`src/rtl/core/cgs_pkg.sv`:
```
`timescale 1ns / 1ps
// ----------------------------------------------------------------------------
// cgs_pkg
// shared types, opcodes and fixed point helpers for the vector update unit
// ----------------------------------------------------------------------------
package cgs_pkg;

    localparam int COLUMNS_DEF       = 8;
    localparam int FRACTION_BITS_DEF = 16;
    localparam int WORD_W            = 32;
    localparam int QDEPTH            = 2;

    typedef enum logic [2:0] {
        OP_RESET = 3'd0,
        OP_BETA  = 3'd1,
        OP_ALPHA = 3'd2,
        OP_STEP1 = 3'd3,
        OP_STEP2 = 3'd4,
        OP_STEP3 = 3'd5,
        OP_UNUSED6 = 3'd6,
        OP_UNUSED7 = 3'd7
    } t_opcode;

    typedef struct packed {
        logic [2:0]         opcode;
        logic [2:0]         column;
        logic               stopped;
        logic signed [31:0] rho_value;
        logic signed [31:0] divisor_value;
        logic signed [31:0] vec_a;
        logic signed [31:0] vec_b;
        logic signed [31:0] vec_c;
        logic signed [31:0] vec_d;
    } t_in_item;

    typedef struct packed {
        logic signed [31:0] first_out;
        logic signed [31:0] second_out;
        logic               skipped;
        logic               saturated;
    } t_out_item;

    // back part sequencer
    typedef enum logic [3:0] {
        ST_IDLE,
        ST_M1,
        ST_M2,
        ST_M3,
        ST_M4,
        ST_M5,
        ST_DIV,
        ST_DONE
    } t_state;

    // clip a 66 bit value to a signed word
    function automatic logic signed [31:0] sat32(input logic signed [65:0] v,
                                                 output logic flag);
        flag = 1'b0;
        if (v > 66'sd2147483647) begin
            flag = 1'b1;
            return 32'sh7fffffff;
        end
        if (v < -66'sd2147483648) begin
            flag = 1'b1;
            return 32'sh80000000;
        end
        return v[31:0];
    endfunction

endpackage

```
`src/rtl/core/cgs_front.sv`:
```
`timescale 1ns / 1ps
// ----------------------------------------------------------------------------
// cgs_front
// input stage and short queue feeding the back part
// ----------------------------------------------------------------------------
module cgs_front (
    input  logic              i_clk,
    input  logic              i_rst_n,
    input  logic              i_in_valid,
    output logic              o_in_ready,
    input  cgs_pkg::t_in_item i_in_data,
    output logic              o_q_valid,
    input  logic              i_q_pop,
    output cgs_pkg::t_in_item o_q_data
);
    import cgs_pkg::*;

    t_in_item r_mem [QDEPTH];
    logic       r_wp, n_wp;
    logic       r_rp, n_rp;
    logic [1:0] r_cnt, n_cnt;
    logic       push;

    assign o_in_ready = (r_cnt != 2'(QDEPTH));
    assign push       = i_in_valid && o_in_ready;
    assign o_q_valid  = (r_cnt != 2'd0);
    assign o_q_data   = r_mem[r_rp];

    always_comb begin
        n_wp  = r_wp + 1'(push);
        n_rp  = r_rp + 1'(i_q_pop);
        n_cnt = r_cnt + 2'(push) - 2'(i_q_pop);
    end

    always_ff @(posedge i_clk) begin
        if (!i_rst_n) begin
            r_wp  <= 1'b0;
            r_rp  <= 1'b0;
            r_cnt <= 2'd0;
        end else begin
            r_wp  <= n_wp;
            r_rp  <= n_rp;
            r_cnt <= n_cnt;
        end
    end

    always_ff @(posedge i_clk) begin
        if (push) begin
            r_mem[r_wp] <= i_in_data;
        end
    end
endmodule

```
`config.mk`:
```
export PLATFORM = sky130hd
export DESIGN_NAME = cgs_front
export DESIGN_NICKNAME = d
export VERILOG_FILES = /design/src/rtl/core/cgs_pkg.sv /design/src/rtl/core/cgs_front.sv
export SDC_FILE = /design/constraint.sdc
export NUM_CORES = 1
export LEC_CHECK = 0
export ABC_AREA = 1
export BUFFER_PORTS_ARGS = -buffer_cell sky130_fd_sc_hd__buf_2
export CAP_MARGIN = 20
export CORE_ASPECT_RATIO = 0.7
export CORE_MARGIN = 1.5
export CORE_UTILIZATION = 52
export DETAILED_ROUTE_END_ITERATION = 8
export HOLD_SLACK_MARGIN = 0.08
export PLACE_DENSITY = 0.78
export SYNTH_ARGS = -nofsm -noshare
export SYNTH_HDL_FRONTEND = slang
export SYNTH_SLANG_ARGS = --single-unit
```
`constraint.sdc`:
```
create_clock -name i_clk -period 12.8 [get_ports i_clk]
set_input_delay 1.28 -clock i_clk [delete_from_list [all_inputs] [get_ports i_clk]]
set_output_delay 1.28 -clock i_clk [all_outputs]
set_load 0.05 [all_outputs]
```
# After elaboration in Yosys (flattened, before gate mapping)

Memories as Yosys holds them, arrays and structs flattened. A register that Yosys moved wholly into a read port is not among the register bits.
Index checks and enable logic that the tools add are counted.

Flip-flop bits (word level): 4
Bits in latches: 0
Memory bits (writable): 398
ROM bits: 0
Output and inout bits: 201
Memories: 1

$add $sub $neg: 4
$mul: 0
Divide/modulo/power cells: 0
Order comparisons: 0
Equal/unequal tests: 1
Shift operators: 0
Mux-type cells: 3
Bitwise operators: 0
Reductions and logical operators: 2

Memories:

| name  | depth | bits a word | rd ports | clocked after memory_dff | wr ports | RTL line        | RTL |
|---|---|---|---|---|---|---|---|
| r_mem | 2     | 199         | 1        | 1                        | 1        | cgs_front.sv:18 | `t_in_item r_mem [QDEPTH];` |

Operators with widths:

| kind                 | count |
|---|---|
| $mux W1              | 3 |
| $add A1 B1 Y1        | 2 |
| $add A2 B1 Y2        | 1 |
| $ne A2 B2 Y1 const B | 1 |
| $reduce_bool A2 Y1   | 1 |
| $sub A2 B1 Y2        | 1 |
| $logic_and A1 B1 Y1  | 1 |

# Depth between registers and ports, before layout

Gate-level depths: netlist of the first run.

Depth after elaboration: 4
Mapped depth: 11
Depth with buffers taken out: 11

# Worst setup path before layout of the first run

Ideal clock, no wire load.

Path type: input to register
From: in i_in_valid
To: mem r_mem[1][0] (netlist bit), enable pin
Arrival: 9.695 ns
Required time: 12.038 ns
Setup slack: 2.343 ns
Cell stages on the path: 2
Buffers on the path: 0
Cell sequence: nand2_1 > nor2_1

Cells in the longest elaborated chain, start to end: 3

RTL lines:

| element                       | RTL line        | RTL |
|---|---|---|
| start, declared               | cgs_front.sv:9  | `input logic i_in_valid,` |
| $logic_and A1 B1 Y1           | cgs_front.sv:25 | `assign push = i_in_valid && o_in_ready;` |
| $mux W1                       | cgs_front.sv:48 | `if (push) begin` |
| $mux W1 (implied by the code) | cgs_front.sv:49 | `r_mem[r_wp] <= i_in_data;` |
| end, declared                 | cgs_front.sv:18 |  |

Every way passes these cells.

==> results of run 1 <==
[worst max-delay path by stage]
stage                    start       endpoint  slack, ns  depth (start not counted)
global placement     flip-flop  o_q_data[128]       8.65                          4
global route         flip-flop  o_q_data[128]       7.89                          4
floorplan           i_in_valid    r_mem[1][0]       2.34                          2
CTS                  flip-flop  o_q_data[128]       8.02                          4
detailed placement   flip-flop  o_q_data[128]       8.59                          4
finish               flip-flop  o_q_data[128]       8.03                          4
[cell usage in the layout (no fill, tap or decap), drive strengths merged]
cell type	n
a21oi	1
buf	411
bufinv	2
clkbuf	49
clkinv	18
clkinvlp	1
dfxtp	5
diode	4
edfxtp	398
ha	2
inv	8
mux2	199
nand2	9
nand3	1
nor2	4
xnor2	2
[stage by stage]
step | setup WS (ns) | util | cell area [µm²] | hold slack (ns)
floorplan | 2.34 | - | 15000 | 0.471
global placement | 8.65 | 0.618 | 17400 | 0.488
detailed placement | 8.59 | 0.618 | 17400 | 0.500
CTS | 8.02 | 0.661 | 18600 | 0.521
global route | 7.89 | 0.661 | 18600 | 0.586
finish | 8.03 | 0.662 | 18600 | 0.523
[registers in the layout (all words and copies together) (netlist names), named ones only]
name,cells
r_cnt,2
r_rp,1
r_wp,1
r_mem,398
[power by group through the flow]
stage	logic, µW	clock network, µW	registers [µW]
3_5_place_dp	715	0	1670
5_1_grt	744	1160	1650
2_1_floorplan	560	0	1680
3_3_place_gp	708	0	1660
4_1_cts	717	1100	1640
6_report	710	1080	1640
[logic make-up (layout without fill, tap and decap cells)]
family	count (synthesis)	in the layout	share of synthesized area
AO/OA/AOI/OAI	1	1	0.000333
XOR/XNOR	2	2	0.00117
adder cells (fa/ha/maj)	2	2	0.00167
buffers and inverters	30	489	0.0152
flip-flops	403	403	0.804
multiplexers	199	199	0.174
other	0	4	0
AND/OR/NAND/NOR	14	14	0.00359
[layer usage]
metal	track usage	share of wire	up-vias
li1	-	-	3440
met3	0.0687	0.096	43
met4	0.0489	0.015	4
met5	0	0.00065	-
met2	0.320	0.47	336
met1	0.269	0.41	3764
[critical path, cell delays in order (launching register included)]
cell and delay (ns):
dfxtp_4 0.72, buf_4 0.66, buf_4 0.84, mux2_4 0.36
buf_2 0.21
[cell type report]
cell class	instances	area (µm²)
timing repair buffer	411	2080
sequential	403	12100
clock inverter	21	148
clock buffer	49	1060
tap	371	464
antenna	4	10.0
multi-input combinational	218	2740
fill	1892	9500
inverter	8	30.0
==> flow_summary.ini, run 1 <==
[run_status]
status = complete, no violations

[detailed_routing]
drc = 0
dr.pass1.iters = 4
ant_nets = 0
wire_per_inst_um = 20.8
vias = 7587
first_iter_violations = 519
via_per_inst = 5.11
drt_wl_total_mm = 30.8

[setup_path]
path_class = reg -> out
timing.rr.end = r_mem[1][125]
r2r-start = r_cnt[0]
r2r_slack_ns = 9.70
critPathRequiredTime_ns = 11.52
end_kind = primary output
critPathLaunchType = flip-flop
critPathArrivalTime_ns = 3.49
rr_worst_depth = 6
path_max_fanout = 54

[power_and_ir_drop]
p_int_uw = 2430
p_per_area_nw_per_um2 = 185
ir_drop_mv = 0.142
seqPwrFrac = 0.478
combPwrFrac = 0.207
sw_frac_of_total = 0.293
power_uw = 3430
p_leak_uw = 0.00719
p_switching_uw = 1000
p_clk_frac = 0.315

[clock_tree]
clk_latency_ns = 0.52
clk_pin_slew_ns = 0.06
cts.sinks = 403
clk_path_buf_depth = 3
root_buffer = clkbuf_16
postCtsHoldBufs = 0
cts_resized = 0
htreeDepth = 2
postCtsSetupBuffers = 0
cts_tree = built
cts_inserted_buffers = 38

[global_route]
grt_max_degree = 78
grt_pass1_wl_mm = 45.2
track_usage = 0.202
grt_overflow = 0
grt_pass1_vias = 7751
antenna_found_initial = 5

[cells_and_area]
layout-drive-gt1-share = 0.601
final_nets = 1285
area_growth_syn_to_layout_pct = 23.9
finalNonFillerCells = 1485

[synthesis]
syn_area_per_cell_um2 = 23.0
syn_nets = 856
synthArstFlopShare = 0
ys_seq_area_frac = 0.804
synthFlopType = edfxtp_1
synth_top_cell_area_share = 0.797
ys_top_cells_by_count = 398 x edfxtp_1, 100 x mux2_4, 99 x mux2_2
yosysMostFrequentCell = edfxtp_1
yosysWarningCount = 0
synth_top_area_cell = edfxtp_1
syn_inst = 651
synth_edf_count = 398
synth_seq_cells = 403
yosysUniqueCellTypes = 13
netlist_area_um2 = 15000
synth_area_leaders = edfxtp_1 80%, mux2_4 10%, mux2_2 7.4%, buf_6 1.1%, dfxtp_1 0.67%

[sta]
hold_viol_final = 0
period_share = 0.372
setup_viol = 0
slew_headroom = 0.305
tns_ns = 0
tightest_slew_ns = 1.04
fmax_mhz = 210
clock_skew_ns = 0.0170
rsz0062_at_grt = no
layout_min_cycle_time_ns = 4.77
finalMaxSlewViolations = 0

[floorplan]
die_area_um2 = 29900
dieHeight_um = 145
io_pins = 404
coreArea_um2 = 28100
row_count = 51
die_x_um = 206
start_util = 0.534

[hold_path]
worstHoldStart = r_rp
hold_path.class = reg -> reg
hold_depth = 2

[run]
drv_cap = 0

[placed_design]
dp_hpwl_mm = 21.4
numPlacedInstances = 1411
portBuffers = 403
gp_congestion = 0.849
(Power assumes the default switching activity.)
==> inputs of run 2 (changes only) <==
ABC_AREA = 0   (was 1)
clock period = 4.6 ns   (was 12.8 ns; I/O delays follow)
==> run 2 against run 1 <==
  * Hold slack got worse by 0.39 ns
  * Setup slack got worse by 6.5 ns
  * Total power rose to 2.8 times the previous value
  * Die area barely moved
  * Final cell count fell by 0.88%
  * Critical path type unchanged
  * Critical endpoint is now o_q_data[111]
  * Largest power group unchanged
  * Highest routed layer unchanged
==> flow_summary.ini, run 2 <==
[clock_tree]
cts.sinks = 403
clk_latency_ns = 0.50
clk_path_buf_depth = 3
root_buffer = clkbuf_16
cts_inserted_buffers = 37
clk_pin_slew_ns = 0.07
postCtsSetupBuffers = 0
htreeDepth = 2
postCtsHoldBufs = 0
cts_resized = 0
cts_tree = built

[synthesis]
synth_top_area_cell = edfxtp_1
ys_seq_area_frac = 0.803
netlist_area_um2 = 15000
yosysUniqueCellTypes = 19
synthFlopType = edfxtp_1
synth_top_cell_area_share = 0.797
ys_top_cells_by_count = 398 x edfxtp_1, 100 x mux2_4, 99 x mux2_2
yosysMostFrequentCell = edfxtp_1
synth_seq_cells = 403
syn_area_per_cell_um2 = 23.3
synthArstFlopShare = 0
synth_area_leaders = edfxtp_1 80%, mux2_4 10%, mux2_2 7.4%, buf_6 1.1%, dfxtp_1 0.67%
synth_edf_count = 398
syn_inst = 643
yosysWarningCount = 0
syn_nets = 848

[sta]
period_share = 0.665
fmax_mhz = 327
finalMaxSlewViolations = 0
tns_ns = 0
layout_min_cycle_time_ns = 3.06
setup_viol = 0
hold_viol_final = 0
rsz0062_at_grt = no
slew_headroom = 0.443
tightest_slew_ns = 0.836
clock_skew_ns = 0.0199

[detailed_routing]
via_per_inst = 5.20
ant_nets = 0
drc = 0
first_iter_violations = 492
wire_per_inst_um = 20.8
vias = 7658
dr.pass1.iters = 4
wirelength_met1_mm = 12.0
top_layer = met5
dr_wl_met2_mm = 14.9
route.met3.wl_mm = 3.22
drt_wl_total_mm = 30.6

[run_status]
status = complete, no violations

[power_and_ir_drop]
p_leak_uw = 0.00716
ir_drop_mv = 0.457
p_per_area_nw_per_um2 = 516

[floorplan]
die_area_um2 = 29900
die_x_um = 206
start_util = 0.534
dieHeight_um = 145
row_count = 51
coreArea_um2 = 28100
io_pins = 404

[global_route]
antenna_found_initial = 9
grt_pass1_vias = 7983
grt_max_degree = 88
track_usage = 0.200
grt_pass1_wl_mm = 45.1
grt_overflow = 0

[placed_design]
gp_congestion = 0.774
portBuffers = 403
dp_hpwl_mm = 20.4

[cells_and_area]
reg.largest.list = r_mem: 398 flops, r_cnt: 2 flops
final_common_cell = buf_2
post-route-util = 0.664
multi_input_area_um2 = 2770
mostFrequentLayoutCells = 403 x buf_2, 398 x edfxtp_1, 100 x mux2_4
final_nets = 1274
layout-drive-gt1-share = 0.605
top_register = r_mem
largest_reg_flops = 398
final.fill_count = 1856
register_area_um2 = 12100
area_growth_syn_to_layout_pct = 24.3

[setup_path]
end_kind = primary output
critPathLaunchType = flip-flop
r2r_slack_ns = 2.25
slowest_delay_ns = 0.84
critPathRequiredTime_ns = 4.14
path_max_fanout = 87
cp_num_buf_inv = 2
critical_path.top_delay_family = flip-flops
cp_cell_sequence = buf_12, mux2_4, buf_2
critPathArrivalTime_ns = 2.60
cpMaxStageDelayCell = dfxtp_4
path_class = reg -> out

[hold_path]
hold_path.class = in -> reg

[run]
drv_cap = 0
[run 2: changes by cell type after synthesis, sizes merged, moves of 4 or more]
cell	delta
nand2	-8
inv	-7
and2	+4
nor2	-4
[run 2: area by class of cell]
| cell class | count | area share |
|---|---|---|
| Inverter | 1 | 0.000201 |
| Tap cell | 371 | 0.0249 |
| Antenna cell | 6 | 0.000805 |
| Clock buffer | 43 | 0.0509 |
| Timing Repair Buffer | 409 | 0.115 |
| Clock inverter | 22 | 0.0138 |
| Multi-Input combinational cell | 217 | 0.148 |
| Sequential cell | 403 | 0.646 |
[run 2: final timing paths]
check / startpoint / end / depth (start not counted)
worst max-delay path: flip-flop / o_q_data[111] / 3
worst min-delay path: i_in_data[60] / r_mem[0][60] / 1
worst max register to register: r_cnt[0] / r_mem[0][142] / 4
worst min register to register: r_rp / flip-flop / 2
[run 2: worst reg2reg max path: stages, from the launching register on]
cell and delay, ns:
dfxtp_1 0.37, nand2b_1 0.16, and2_1 0.20, ha_4 0.69, buf_12 0.45
[run 2: logic make-up (layout without fill, tap and decap cells)]
kind of cell | Yosys count | after routing | synth area share
xor gates and xnor gates | 2 | 2 | 0.00117
adders and majority gates | 2 | 2 | 0.00167
other | 0 | 6 | 0
and+or+nand+nor | 11 | 11 | 0.00450
AOI/OAI and AO/OA | 2 | 2 | 0.00100
DFF | 403 | 403 | 0.803
muxes | 200 | 200 | 0.175
buffers and inverters | 23 | 475 | 0.0134
[run 2: layer usage]
layer,vias to the layer above,track usage
li1,3425,-
met1,3802,0.250
met2,373,0.328
met3,52,0.0757
met4,6,0.0518
met5,-,0
[run 2: power breakdown]
group | switching, µW | total [µW] | internal, µW
logic | 1430 | 2000 | 578
registers | 103 | 4550 | 4450
clock network | 1250 | 3060 | 1810
total | 2770 | 9620 | 6840
[run 2: through the flow]
step	cell area, µm²	hold WS (ns)	power, µW	worst slack, ns	std cells
2_1_floorplan	15000	0.551	6180	0.551	643
3_3_place_gp	17400	0.552	6600	2.04	1401
3_5_place_dp	17400	0.560	6640	2.04	1401
4_1_cts	18600	0.105	9710	1.48	1466
5_1_grt	18600	0.103	9940	1.42	1468
6_report	18600	0.137	9620	1.54	1472
